$ cat src/rtl/thrt_pkg.sv
// Package for the thermistor resistance to temperature block.
// Holds the field widths, status codes, the fixed curve ROM contents and the
// command and status structs between controller and datapath. No dependencies.
`default_nettype none

package thrt_pkg;

    // Field widths of the input and result words.
    localparam int OHMS_W     = 32;
    localparam int TYPE_W     = 4;
    localparam int TEMP_W     = 16;
    localparam int OUT_TEMP_W = 15;
    localparam int STATUS_W   = 2;

    // Interpolation arithmetic: temperature difference, quotient and product.
    localparam int DT_W      = TEMP_W + 1;
    localparam int QUO_W     = DT_W;
    localparam int PROD_W    = OHMS_W + DT_W;
    localparam int DIV_STEPS = QUO_W;
    localparam int CNT_W     = $clog2(DIV_STEPS);

    // Temperature reported for an unsupported sensor type.
    localparam logic signed [OUT_TEMP_W-1:0] INVALID_TEMP = -15'sd9990;

    // Result status codes.
    typedef enum logic [STATUS_W-1:0] {
        ST_INTERP  = 2'd0,
        ST_COLD    = 2'd1,
        ST_HOT     = 2'd2,
        ST_INVALID = 2'd3
    } status_t;

    // One point of a curve: temperature in tenths and resistance in ohms.
    typedef struct packed {
        logic signed [TEMP_W-1:0] tenths;
        logic [OHMS_W-1:0]        ohms;
    } curve_point_t;

    // Curve of sensor type 0, ordered by falling resistance.
    localparam int CURVE_LEN    = 36;
    localparam int CURVE_ADDR_W = $clog2(CURVE_LEN);

    localparam curve_point_t CURVE0 [CURVE_LEN] = '{
        '{-16'sd500, 32'd12177657}, '{-16'sd450, 32'd8014331},
        '{-16'sd400, 32'd5369871},  '{-16'sd350, 32'd3659003},
        '{-16'sd300, 32'd2532873},  '{-16'sd250, 32'd1779515},
        '{-16'sd200, 32'd1267787},  '{-16'sd150, 32'd915155},
        '{-16'sd100, 32'd668841},   '{-16'sd50,  32'd494571},
        '{16'sd0,    32'd369772},   '{16'sd50,   32'd279370},
        '{16'sd100,  32'd213170},   '{16'sd150,  32'd164190},
        '{16'sd200,  32'd127596},   '{16'sd250,  32'd100000},
        '{16'sd300,  32'd79005},    '{16'sd350,  32'd62897},
        '{16'sd400,  32'd50439},    '{16'sd450,  32'd40730},
        '{16'sd500,  32'd33109},    '{16'sd550,  32'd27084},
        '{16'sd600,  32'd22289},    '{16'sd650,  32'd18449},
        '{16'sd700,  32'd15355},    '{16'sd750,  32'd12848},
        '{16'sd800,  32'd10804},    '{16'sd850,  32'd9130},
        '{16'sd900,  32'd7750},     '{16'sd950,  32'd6609},
        '{16'sd1000, 32'd5660},     '{16'sd1050, 32'd4867},
        '{16'sd1100, 32'd4201},     '{16'sd1150, 32'd3641},
        '{16'sd1200, 32'd3166},     '{16'sd1250, 32'd2764}
    };

    // Commands from the controller to the datapath.
    typedef struct packed {
        logic load;
        logic check;
        logic search_step;
        logic fetch;
        logic mul;
        logic div_step;
        logic finish;
        logic emit;
    } dp_cmd_t;

    // Status from the datapath to the controller.
    typedef struct packed {
        logic early_done;
        logic search_done;
        logic div_done;
    } dp_stat_t;

endpackage

`default_nettype wire

$ cat src/rtl/thrt_ifs.sv
// Valid/ready channel interfaces for the sample and result words.
// Depends on thrt_pkg for the field widths.
`default_nettype none

interface thrt_in_if import thrt_pkg::*; ();
    logic                valid;
    logic                ready;
    logic [OHMS_W-1:0]   sense_ohms;
    logic [TYPE_W-1:0]   sensor_type;

    modport source (output valid, output sense_ohms, output sensor_type, input ready);
    modport sink   (input valid, input sense_ohms, input sensor_type, output ready);
endinterface

interface thrt_out_if import thrt_pkg::*; ();
    logic                          valid;
    logic                          ready;
    logic signed [OUT_TEMP_W-1:0]  temperature_tenths;
    logic [STATUS_W-1:0]           status;

    modport source (output valid, output temperature_tenths, output status, input ready);
    modport sink   (input valid, input temperature_tenths, input status, output ready);
endinterface

`default_nettype wire

$ cat src/rtl/thrt_ctrl.sv
// Sequencing controller: a one-hot state machine that steps the datapath
// through check, search, fetch, multiply, divide and result. Uses thrt_pkg.
`default_nettype none

module thrt_ctrl import thrt_pkg::*; (
    input  wire logic     clk,
    input  wire logic     rst_n,
    input  wire logic     in_valid,
    output logic          in_ready,
    output logic          out_valid,
    input  wire logic     out_ready,
    output dp_cmd_t       cmd,
    input  wire dp_stat_t stat
);

    typedef enum logic [7:0] {
        S_IDLE   = 8'b0000_0001,
        S_CHECK  = 8'b0000_0010,
        S_SEARCH = 8'b0000_0100,
        S_FETCH  = 8'b0000_1000,
        S_MUL    = 8'b0001_0000,
        S_DIV    = 8'b0010_0000,
        S_FIN    = 8'b0100_0000,
        S_OUT    = 8'b1000_0000
    } state_t;

    state_t state_reg;
    state_t state_next;
    logic   out_valid_reg;
    logic   out_valid_next;
    logic   in_fire;
    logic   slot_free;

    assign in_ready  = (state_reg == S_IDLE);
    assign in_fire   = in_valid && in_ready;
    assign out_valid = out_valid_reg;
    // The output register can take a new word when empty or being drained.
    assign slot_free = !out_valid_reg || out_ready;

    // Next state and datapath commands.
    always_comb
    begin
        state_next = state_reg;
        cmd        = '0;
        unique case (state_reg)
            S_IDLE:
            begin
                if (in_fire)
                begin
                    cmd.load   = 1'b1;
                    state_next = S_CHECK;
                end
            end
            S_CHECK:
            begin
                cmd.check  = 1'b1;
                state_next = stat.early_done ? S_OUT : S_SEARCH;
            end
            S_SEARCH:
            begin
                if (stat.search_done)
                begin
                    state_next = S_FETCH;
                end
                else
                begin
                    cmd.search_step = 1'b1;
                end
            end
            S_FETCH:
            begin
                cmd.fetch  = 1'b1;
                state_next = S_MUL;
            end
            S_MUL:
            begin
                cmd.mul    = 1'b1;
                state_next = S_DIV;
            end
            S_DIV:
            begin
                cmd.div_step = 1'b1;
                if (stat.div_done)
                begin
                    state_next = S_FIN;
                end
            end
            S_FIN:
            begin
                cmd.finish = 1'b1;
                state_next = S_OUT;
            end
            S_OUT:
            begin
                if (slot_free)
                begin
                    cmd.emit   = 1'b1;
                    state_next = S_IDLE;
                end
            end
            default:
            begin
                state_next = S_IDLE;
            end
        endcase
    end

    // Output word valid flag.
    always_comb
    begin
        priority if (cmd.emit)
        begin
            out_valid_next = 1'b1;
        end
        else if (out_ready)
        begin
            out_valid_next = 1'b0;
        end
        else
        begin
            out_valid_next = out_valid_reg;
        end
    end

    always_ff @(posedge clk or negedge rst_n)
    begin
        if (!rst_n)
        begin
            state_reg     <= S_IDLE;
            out_valid_reg <= 1'b0;
        end
        else
        begin
            state_reg     <= state_next;
            out_valid_reg <= out_valid_next;
        end
    end

`ifndef SYNTHESIS
    // An accepted word always starts with the range check.
    a_accept_to_check: assert property (@(posedge clk) disable iff (!rst_n)
        in_fire |=> (state_reg == S_CHECK))
        else $error("accepted word did not move to the check state");

    // A result never overwrites a word still waiting downstream.
    a_no_overwrite: assert property (@(posedge clk) disable iff (!rst_n)
        cmd.emit |-> slot_free)
        else $error("result loaded over an untaken word");

    // A waiting result word stays offered until it is taken.
    a_hold_result: assert property (@(posedge clk) disable iff (!rst_n)
        (out_valid && !out_ready) |=> out_valid)
        else $error("result word withdrawn before it was taken");

    // At most one datapath command is issued in any cycle.
    a_one_cmd: assert property (@(posedge clk) disable iff (!rst_n)
        $onehot0(cmd))
        else $error("more than one datapath command at once");
`endif

endmodule

`default_nettype wire

$ cat src/rtl/thrt_dp.sv
// Datapath: curve ROM, range checks, binary search, multiplier, restoring
// divider and the output word register. Uses thrt_pkg.
`default_nettype none

module thrt_dp import thrt_pkg::*; #(
    parameter int TABLE_ENTRIES = 36,
    parameter int SENSOR_TYPES  = 1
) (
    input  wire logic                      clk,
    input  wire logic                      rst_n,
    input  wire dp_cmd_t                   cmd,
    output dp_stat_t                       stat,
    input  wire logic [OHMS_W-1:0]         in_ohms,
    input  wire logic [TYPE_W-1:0]         in_type,
    output logic signed [OUT_TEMP_W-1:0]   out_temp,
    output logic [STATUS_W-1:0]            out_status
);

    localparam int IDX_W = $clog2(TABLE_ENTRIES);
    localparam logic [IDX_W-1:0] LAST_IDX = IDX_W'(TABLE_ENTRIES - 1);

    // Curve ROM read; types beyond the first and entries past the curve are zero.
    function automatic curve_point_t rom_read(input logic [TYPE_W-1:0] typ,
                                              input logic [IDX_W-1:0] idx);
        logic [8:0] a;
        a = 9'(idx);
        if ((typ == '0) && (a < 9'(CURVE_LEN)))
        begin
            rom_read = CURVE0[a[CURVE_ADDR_W-1:0]];
        end
        else
        begin
            rom_read = '0;
        end
    endfunction

    logic [OHMS_W-1:0]              r_reg;
    logic [TYPE_W-1:0]              type_reg;
    logic [IDX_W-1:0]               lo_reg;
    logic [IDX_W-1:0]               hi_reg;
    logic signed [TEMP_W-1:0]       t1_reg;
    logic                           neg_reg;
    logic [DT_W-1:0]                dtmag_reg;
    logic [OHMS_W-1:0]              dr_reg;
    logic [OHMS_W-1:0]              den_reg;
    logic [OHMS_W-1:0]              rem_reg;
    logic [QUO_W-1:0]               quo_reg;
    logic [CNT_W-1:0]               cnt_reg;
    logic signed [OUT_TEMP_W-1:0]   res_temp_reg;
    logic [STATUS_W-1:0]            res_status_reg;
    logic signed [OUT_TEMP_W-1:0]   out_temp_reg;
    logic [STATUS_W-1:0]            out_status_reg;

    curve_point_t                   e_first;
    curve_point_t                   e_last;
    curve_point_t                   e_mid;
    curve_point_t                   e_hi;
    curve_point_t                   e_lo;
    logic                           is_invalid;
    logic                           is_cold;
    logic                           is_hot;
    logic [IDX_W:0]                 mid_sum;
    logic [IDX_W-1:0]               mid;
    logic [IDX_W-1:0]               span;
    logic signed [DT_W-1:0]         dt;
    logic [PROD_W-1:0]              prod;
    logic [OHMS_W:0]                sh;
    logic [OHMS_W:0]                sh_diff;
    logic                           ge;
    logic signed [QUO_W:0]          q_signed;
    logic signed [TEMP_W+1:0]       final_sum;

    // End point checks for the clamps and the sensor type range.
    assign e_first    = rom_read(type_reg, '0);
    assign e_last     = rom_read(type_reg, LAST_IDX);
    assign is_invalid = {1'b0, type_reg} >= (TYPE_W + 1)'(SENSOR_TYPES);
    assign is_cold    = r_reg >= e_first.ohms;
    assign is_hot     = r_reg <= e_last.ohms;

    // One binary search step: probe the midpoint of the bracket.
    assign mid_sum = {1'b0, lo_reg} + {1'b0, hi_reg};
    assign mid     = mid_sum[IDX_W:1];
    assign e_mid   = rom_read(type_reg, mid);
    assign span    = hi_reg - lo_reg;

    // Bracketing pair: the hotter entry gives r1 and t1.
    assign e_hi = rom_read(type_reg, hi_reg);
    assign e_lo = rom_read(type_reg, lo_reg);
    assign dt   = DT_W'(e_lo.tenths) - DT_W'(e_hi.tenths);

    // Magnitude product of the temperature step and the resistance offset.
    assign prod = PROD_W'(dtmag_reg) * PROD_W'(dr_reg);

    // Restoring division step: one quotient bit per cycle.
    assign sh      = {rem_reg, quo_reg[QUO_W-1]};
    assign sh_diff = sh - {1'b0, den_reg};
    assign ge      = sh >= {1'b0, den_reg};

    // Apply the sign and add the hotter temperature.
    assign q_signed  = neg_reg ? -$signed({1'b0, quo_reg}) : $signed({1'b0, quo_reg});
    assign final_sum = (TEMP_W + 2)'(t1_reg) + (TEMP_W + 2)'(q_signed);

    assign stat.early_done  = is_invalid || is_cold || is_hot;
    assign stat.search_done = span <= IDX_W'(1);
    assign stat.div_done    = cnt_reg == CNT_W'(DIV_STEPS - 1);

    assign out_temp   = out_temp_reg;
    assign out_status = out_status_reg;

    // Division step counter.
    always_ff @(posedge clk or negedge rst_n)
    begin
        if (!rst_n)
        begin
            cnt_reg <= '0;
        end
        else if (cmd.mul)
        begin
            cnt_reg <= '0;
        end
        else if (cmd.div_step)
        begin
            cnt_reg <= cnt_reg + CNT_W'(1);
        end
    end

    // Working registers of the current word.
    always_ff @(posedge clk)
    begin
        if (cmd.load)
        begin
            r_reg    <= in_ohms;
            type_reg <= in_type;
        end

        if (cmd.check)
        begin
            lo_reg <= '0;
            hi_reg <= LAST_IDX;
            priority if (is_invalid)
            begin
                res_temp_reg   <= INVALID_TEMP;
                res_status_reg <= ST_INVALID;
            end
            else if (is_cold)
            begin
                res_temp_reg   <= e_first.tenths[OUT_TEMP_W-1:0];
                res_status_reg <= ST_COLD;
            end
            else
            begin
                res_temp_reg   <= e_last.tenths[OUT_TEMP_W-1:0];
                res_status_reg <= ST_HOT;
            end
        end
        else if (cmd.search_step)
        begin
            if (r_reg >= e_mid.ohms)
            begin
                hi_reg <= mid;
            end
            else
            begin
                lo_reg <= mid;
            end
        end

        if (cmd.fetch)
        begin
            t1_reg    <= e_hi.tenths;
            neg_reg   <= dt[DT_W-1];
            dtmag_reg <= dt[DT_W-1] ? DT_W'(-dt) : DT_W'(dt);
            dr_reg    <= r_reg - e_hi.ohms;
            den_reg   <= e_lo.ohms - e_hi.ohms;
        end

        if (cmd.mul)
        begin
            rem_reg <= prod[PROD_W-1:QUO_W];
            quo_reg <= prod[QUO_W-1:0];
        end
        else if (cmd.div_step)
        begin
            rem_reg <= ge ? sh_diff[OHMS_W-1:0] : sh[OHMS_W-1:0];
            quo_reg <= {quo_reg[QUO_W-2:0], ge};
        end

        if (cmd.finish)
        begin
            res_temp_reg   <= final_sum[OUT_TEMP_W-1:0];
            res_status_reg <= ST_INTERP;
        end

        if (cmd.emit)
        begin
            out_temp_reg   <= res_temp_reg;
            out_status_reg <= res_status_reg;
        end
    end

`ifndef SYNTHESIS
    // A search step is only taken on a bracket wider than one entry.
    a_search_bracket: assert property (@(posedge clk) disable iff (!rst_n)
        cmd.search_step |-> (lo_reg < hi_reg))
        else $error("search step on a collapsed bracket");

    // The partial remainder stays below the divisor, so the quotient fits.
    a_rem_below_den: assert property (@(posedge clk) disable iff (!rst_n)
        cmd.div_step |-> (rem_reg < den_reg))
        else $error("division remainder not below the divisor");

    // The bracketing pair is only fetched once the search has closed in.
    a_fetch_after_search: assert property (@(posedge clk) disable iff (!rst_n)
        cmd.fetch |-> stat.search_done)
        else $error("bracketing pair fetched before the search finished");
`endif

endmodule

`default_nettype wire

$ cat src/rtl/thermistor_resistance_to_temperature_core.sv
// An invalid type or a clamped resistance goes from the check straight to the
// result; otherwise the word passes the binary search, fetch, multiply, the
// 17-step restoring divider and finish. A new word is taken only once the last
// result has been loaded into the output register, so one word at a time; a
// word is accepted while a result still waits. Reset: rst_n is asynchronous,
// active low, and clears the controller and the divide step counter only.
`default_nettype none

module thermistor_resistance_to_temperature_core import thrt_pkg::*; #(
    parameter int TABLE_ENTRIES = 36,
    parameter int SENSOR_TYPES  = 1
) (
    input  wire logic   clk,
    input  wire logic   rst_n,
    thrt_in_if.sink     sample,
    thrt_out_if.source  result
);

    dp_cmd_t  cmd;
    dp_stat_t stat;

    // Controller state machine.
    thrt_ctrl u_ctrl (
        .clk       (clk),
        .rst_n     (rst_n),
        .in_valid  (sample.valid),
        .in_ready  (sample.ready),
        .out_valid (result.valid),
        .out_ready (result.ready),
        .cmd       (cmd),
        .stat      (stat)
    );

    // Arithmetic and ROM datapath.
    thrt_dp #(
        .TABLE_ENTRIES (TABLE_ENTRIES),
        .SENSOR_TYPES  (SENSOR_TYPES)
    ) u_dp (
        .clk        (clk),
        .rst_n      (rst_n),
        .cmd        (cmd),
        .stat       (stat),
        .in_ohms    (sample.sense_ohms),
        .in_type    (sample.sensor_type),
        .out_temp   (result.temperature_tenths),
        .out_status (result.status)
    );

endmodule

`default_nettype wire
$ cat src/flat_wrapper.sv
// flat-port wrapper written by rule: the top's interface ports become plain ports
module thermistor_resistance_to_temperature_core_flat import thrt_pkg::*;
#(
    parameter int TABLE_ENTRIES = 36,
    parameter int SENSOR_TYPES  = 1
)
  (clk, rst_n, sample_valid, sample_sense_ohms, sample_sensor_type, sample_ready, result_valid, result_temperature_tenths, result_status, result_ready);
  thrt_in_if sample_i ();
  thrt_out_if result_i ();
  input  wire logic clk;
  input  wire logic rst_n;
  input wire logic [$bits(sample_i.valid)-1:0] sample_valid;
  input wire logic [$bits(sample_i.sense_ohms)-1:0] sample_sense_ohms;
  input wire logic [$bits(sample_i.sensor_type)-1:0] sample_sensor_type;
  output wire logic [$bits(sample_i.ready)-1:0] sample_ready;
  output wire logic [$bits(result_i.valid)-1:0] result_valid;
  output wire logic [$bits(result_i.temperature_tenths)-1:0] result_temperature_tenths;
  output wire logic [$bits(result_i.status)-1:0] result_status;
  input wire logic [$bits(result_i.ready)-1:0] result_ready;
  assign sample_i.valid = sample_valid;
  assign sample_i.sense_ohms = sample_sense_ohms;
  assign sample_i.sensor_type = sample_sensor_type;
  assign sample_ready = sample_i.ready;
  assign result_valid = result_i.valid;
  assign result_temperature_tenths = result_i.temperature_tenths;
  assign result_status = result_i.status;
  assign result_i.ready = result_ready;
  thermistor_resistance_to_temperature_core #(.TABLE_ENTRIES(TABLE_ENTRIES), .SENSOR_TYPES(SENSOR_TYPES)) u_core (.clk(clk), .rst_n(rst_n), .sample(sample_i), .result(result_i));
endmodule
$ cat config.mk
export PLATFORM = sky130hd
export DESIGN_NAME = thermistor_resistance_to_temperature_core_flat
export DESIGN_NICKNAME = d
export VERILOG_FILES = /design/src/rtl/thrt_pkg.sv /design/src/rtl/thrt_ifs.sv /design/src/rtl/thrt_ctrl.sv /design/src/rtl/thrt_dp.sv /design/src/rtl/thermistor_resistance_to_temperature_core.sv /design/src/flat_wrapper.sv
export SDC_FILE = /design/constraint.sdc
export NUM_CORES = 2
export LEC_CHECK = 0
export ABC_AREA = 1
export BUFFER_PORTS_ARGS = -buffer_cell sky130_fd_sc_hd__buf_2
export CORE_MARGIN = 8
export CORE_UTILIZATION = 63
export CTS_CLUSTER_DIAMETER = 60
export DETAILED_ROUTE_END_ITERATION = 8
export PLACE_DENSITY = 0.83
export SLEW_MARGIN = 20
export SYNTH_ARGS = -nofsm -noshare
export SYNTH_HDL_FRONTEND = slang
export SYNTH_SLANG_ARGS = --single-unit
$ cat constraint.sdc
create_clock -name clk -period 16.1 [get_ports clk]
set_clock_uncertainty 0.05 [all_clocks]
set_input_delay 1.61 -clock clk [delete_from_list [all_inputs] [get_ports clk]]
set_output_delay 1.61 -clock clk [all_outputs]
set_load 0.03 [all_outputs]
Yosys cells after proc, flatten, opt, wreduce, memory -nomap -nowiden. Memories as Yosys holds them, arrays and structs flattened. Cells that the tools add are included. W data, S select, Z words.

Register bits: 242. Output and inout bits: 19. Input port bits: 40. Memory bits (read-only): 9216. RAM bits: 0. Memories kept: 3. Logic and storage cells: 122. Bits in latches: 0.

Memories: (name not given) (depth 64, width 48, read ports 1, clocked after Yosys merged registers in 0, wr ports 0, RTL line thrt_dp.sv:29) `rom_read = CURVE0[a[CURVE_ADDR_W-1:0]];`; (name not given) (depth 64, width 48, read ports 1, clocked after Yosys merged registers in 0, wr ports 0, RTL line thrt_dp.sv:29); (name not given) (depth 64, width 48, read ports 1, clocked after Yosys merged registers in 0, wr ports 0, RTL line thrt_dp.sv:29).

Add/sub/neg operators: 10. $lt $le $gt $ge: 12. Multipliers: 1. Multiplexer cells: 45. Reductions and logical operators: 15. Equal/unequal tests: 13. Divide/modulo/power cells: 0. Shift-type cells: 0. Bitwise gates (word level): 4.

Operators with widths (number): $mux W48 (6); $mux W32 (6); $sub A32 B32 Y32 (3); $mux W15 (5); $ge A32 B32 Y1 (2); $pmux W8 S8 (1); $mul A17 B32 Y49 (1); $mux W47 (1); $mux W43 (1); $mux W8 (5); $mux W17 (2); $ge A33 B32 Y1 (1); $le A32 B32 Y1 (1); $ge A7 B7 Y1 const B (3); $not A6 Y7 (3); $lt A6 B6 Y1 const B (3); $neg A17 Y17 (1); $sub A16 B16 Y17 (1); $mux W16 (1); $add A15 B15 Y15 (1); $neg A15 Y15 (1); $mux W1 (13); $mux W5 (2); $eq A8 B1 Y1 const B (1); 24 further kinds (35).

Depth between registers and ports, before layout.
Depth after elaboration: 9. Depth in mapped cells: 33.

Hierarchy. From an unflattened synthesis, not the netlist that was laid out.

Cell total of the unflattened synthesis: 5574. Area total of the unflattened synthesis: 39610.5 µm².

By module, submodules not included: thrt_dp (times used 1, area each 38992.4 µm², cells an instance 5493, sequential area each 6681.4 µm²); thrt_ctrl (times used 1, area each 618.1 µm², cells an instance 81, sequential area each 226.5 µm²).

Worst setup path after synthesis. No wires, ideal clock.

Path type: flip-flop to flip-flop. From: reg u_core.u_ctrl.state_reg[5]. To: reg u_core.u_ctrl.state_reg[0]. Period minus slack after synthesis: 10.342 ns. Stages on the path, launching flop included: 7. Path slack: 5.758 ns. Arrival time: 10.203 ns. Buffers on the path: 0. Path through: dfrtp_1 > nor2_1 > nand3_2 > nor4_1 > nor3_1 > nand3_1 > o21ai_0.

Cells in the longest elaborated chain, start to end: 4. Elaborated cells between the ends (all ways): 15. Those cells by class: 12 x eq/ne; 1 x mux; 2 x reduce/logical.

Ends and longest elaborated chain: from (decl) (RTL line thrt_ctrl.sv:27) `state_t state_reg;`; from (signal assigned) (RTL line thrt_ctrl.sv:134) `state_reg <= state_next;`; $eq A8 B1 Y1 (RTL line thrt_ctrl.sv:34, thrt_ctrl.sv:45); $logic_and A1 B1 Y1 (RTL line thrt_ctrl.sv:35) `assign in_fire = in_valid && in_ready;`; $ne A2 B1 Y1 (no source line); $reduce_and A4 Y1 (no source line).

Parallel ways exist; a longest one is shown, timed or not. A chain may end at the register's enable or synchronous reset.

Final worst setup path.
From: reg u_core.u_dp.dr_reg[5]. To: reg u_core.u_dp.rem_reg[19] (data pin).

Cells in the longest elaborated chain, start to end: 2.

Ends and longest elaborated chain: from (decl) (RTL line thrt_dp.sv:44) `logic [OHMS_W-1:0] dr_reg;`; from (signal assigned) (RTL line thrt_dp.sv:173) `dr_reg <= r_reg - e_hi.ohms;`; $mul A17 B32 Y49 (RTL line thrt_dp.sv:92) `assign prod = PROD_W'(dtmag_reg) * PROD_W'(dr_reg);`; $mux W32 (RTL line thrt_dp.sv:177) `if (cmd.mul)`; to (signal assigned) (RTL line thrt_dp.sv:179) `rem_reg <= prod[PROD_W-1:QUO_W];`; to (signal assigned) (RTL line thrt_dp.sv:184) `rem_reg <= ge ? sh_diff[OHMS_W-1:0] : sh[OHMS_W-1:0];`; to (decl) (RTL line thrt_dp.sv:46) `logic [OHMS_W-1:0] rem_reg;`.

Every way passes these cells.

==> metrics.cfg <==
[clocking]
clk-insertion-delay-late_ns = 0.60
post_cts_buffers = 0
cts_hold_buffers = 0
clk_pin_slew_ns = 0.06
cts_buffers = 31
cts_tree = done
post_cts_resized = 0
ctsHtreeMaxLevel = 1
clkSinkCount = 237
cts_buffer_depth = 3
root_buffer = clkbuf_16

[yosys]
syn-cell-area_um2 = 39000
netlist.area_leader.share_pct = 21.8
async_flop_share_pct = 5.91
ys_ff_latch = 237
synth_edf_count = 209
synth_cell_type_count = 70
ys_warn_count = 0
synth_area_leaders = fa_1, edfxtp_1, nand2_1, inv_1, ha_1
yosys-top-cells-count = nand2_1, inv_1, fa_1
synthCells = 5442
syn_avg_cell_area_um2 = 7.17
synth_most_common_cell = nand2_1
synth_top_cell_by_area = fa_1
synth_flop_cell = edfxtp_1
yosysSeqAreaShare_pct = 17.7

[detailed_routing]
firstDrtPassIters = 7
drc_errors = 0
drtIter0Drc = 3749
viasPerCell = 5.82
avgRoutedWirePerCell_um = 19.3
dr_total_vias = 36198
ant_nets = 0
routed_wl_um = 120000

[timing]
rsz0062_at_grt = no
fmax_mhz = 148
timing.slew.headroom_pct = 30.5
period_minus_slack_ns = 6.75
setup_violations = 0
drv_slew = 0
fin_crit_sh_pct = 41.9
fin_setup_tns_ns = 0
worst_slew_pin_slew_ns = 1.04
final-hold-violation-count = 0
setup_slack_ns = 9.35

[run_status]
outcome = completed

[worst_setup_path]
crit_arrival_ns = 7.05
cp.required_ns = 16.40
worstSetupEndpoint = u_core.u_dp.rem_reg[19]
startpoint = u_core.u_dp.dr_reg[5]
cp-end-kind = flip-flop
start_kind = flip-flop
rrSetupSlack_ns = 9.35
timing.rr.end = u_core.u_dp.rem_reg[19]
cp_max_fo = 16
crit_type = flip-flop to flip-flop
r2r_cells = 24
r2r-start = u_core.u_dp.dr_reg[5]

[placed_design]
place_congestion = 1.03
place_ws_ns = 9.41
placement.cell_area_um2 = 39900
dpl.hpwl_um = 96400
portBuffers = 58

[global_route]
grt_usage_pct = 33.8
grt_pass1_wl_um = 189000
overflow = 0
antenna_found_initial = 2
grt_start_max_net_pins = 68
grt_use_met2_pct = 53.9
first_global_vias = 35187
top_usage_layer = met2
grtUsageMet3_pct = 5.05
use_met1_pct = 46.0

[floorplan]
ios = 59
rows = 91
start_util_pct = 63.5
core_area_um2 = 61500
die-area_um2 = 70200
dieWidth_um = 265
die_y_um = 265

[power]
p_leak_nw = 22.1
ir_worst_vdd_uv = 105
powerDensity_nw_per_um2 = 57.0

[layout]
area_growth_pct = 4.86
final_layout_size_suffix_gt1_share_pct = 3.85
fin_nets = 6211
fin_util_pct = 66.6
final_area_um2 = 40900
fillers = 5327

[hold_path]
hold_class = flip-flop to flip-flop

[flow_run]
maxCapViolations = 0

-- cells in the final DEF (no fill, tap or decap), types with 9 or more instances in the layout --
master        n
inv_1      1213
nor3_1       47
a31oi_1      11
o21ai_1      22
fa_1        425
nand2_1    1499
o21ai_0     204
nor2_1      361
nand3_1     271
o22ai_1       9
dfrtp_1      13
o21a_1       14
buf_2        58
nand2_2      10
xnor2_1      52
ha_1        348
buf_4        37
a21oi_1     259
nand3b_1     15
edfxtp_1    209
nand4_1      41
o211ai_1     16
a21o_1       15
dfxtp_1      14
xor2_1       60
clkbuf_16    33
o21bai_1     21
-- worst min-delay path by stage --
stage          slack (ns)                         start  cells after the start                        to
2_1_floorplan        0.35   u_core.u_dp.res_temp_reg[0]                      0   u_core.u_dp.out_temp[0]
3_3_place_gp         0.35   u_core.u_dp.res_temp_reg[8]                      0   u_core.u_dp.out_temp[8]
3_5_place_dp         0.36  u_core.u_dp.res_temp_reg[11]                      0  u_core.u_dp.out_temp[11]
4_1_cts              0.37   u_core.u_dp.res_temp_reg[0]                      0   u_core.u_dp.out_temp[0]
5_1_grt              0.37  u_core.u_dp.res_temp_reg[11]                      0  u_core.u_dp.out_temp[11]
6_report             0.37   u_core.u_dp.res_temp_reg[0]                      0   u_core.u_dp.out_temp[0]
-- routing by layer --
layer	share of wire, %	vias up	wire length [µm]
li1	-	16680	-
met1	40	17023	47800
met2	45	2089	53500
met3	11	406	12800
met4	4.8	0	5810
met5	0	-	0
-- cells by family after synthesis --
kind of cell	Yosys count	share of synthesized area (%)
AND/OR/NAND/NOR	2296	24.2
AO/OA/AOI/OAI	619	8.89
XOR/XNOR	113	2.55
flip-flops	237	17.7
adder cells (fa/ha/maj)	773	32.9
buffers and inverters	1403	13.7
other	1	0.00960
-- power by group --
| part | internal [mW] | switching [mW] |
|---|---|---|
| Sequential | 0.760 | 0.0395 |
| Combinational | 0.287 | 0.565 |
| Clock | 0.387 | 0.294 |
-- area by class of cell --
| class | count | area [µm²] | share of cell area, % |
|---|---|---|---|
| Inverter | 1228 | 4620 | 11.3 |
| Clock buffer | 41 | 866 | 2.11 |
| Timing Repair Buffer | 97 | 603 | 1.47 |
| Antenna cell | 2 | 5.00 | 0.0122 |
| Multi-Input combinational cell | 3803 | 26800 | 65.5 |
| Tap cell | 790 | 988 | 2.41 |
| Clock inverter | 17 | 151 | 0.370 |
| Sequential cell | 237 | 6910 | 16.9 |
-- stage by stage --
step	hold slack, ns	power, mW	std cells
after floorplan	0.350	1.41	5443
after global placement	0.353	1.63	6153
after detailed placement	0.355	1.64	6153
after CTS	0.367	2.32	6211
after global routing	0.373	2.46	6213
final	0.370	2.33	6215
-- worst max-delay path, stage by stage, from the launching register on --
cell and delay [ns]:
edfxtp_1 1.00, nand2_1 0.18, fa_1 0.56, inv_1 0.05
fa_1 0.50, inv_1 0.05, fa_1 0.48, inv_1 0.06
fa_1 0.50, fa_1 0.54, inv_1 0.06, fa_1 0.57
inv_1 0.05, ha_1 0.34, nand2_1 0.13, nor2_1 0.25
nand3_1 0.12, nand3_1 0.25, nand2_1 0.08, nand2_1 0.18
nand2_1 0.13, nand2_1 0.08, nand2_1 0.04, nand3_1 0.14
nand2_1 0.07
Note: power is estimated with default switching activity, not from simulation.
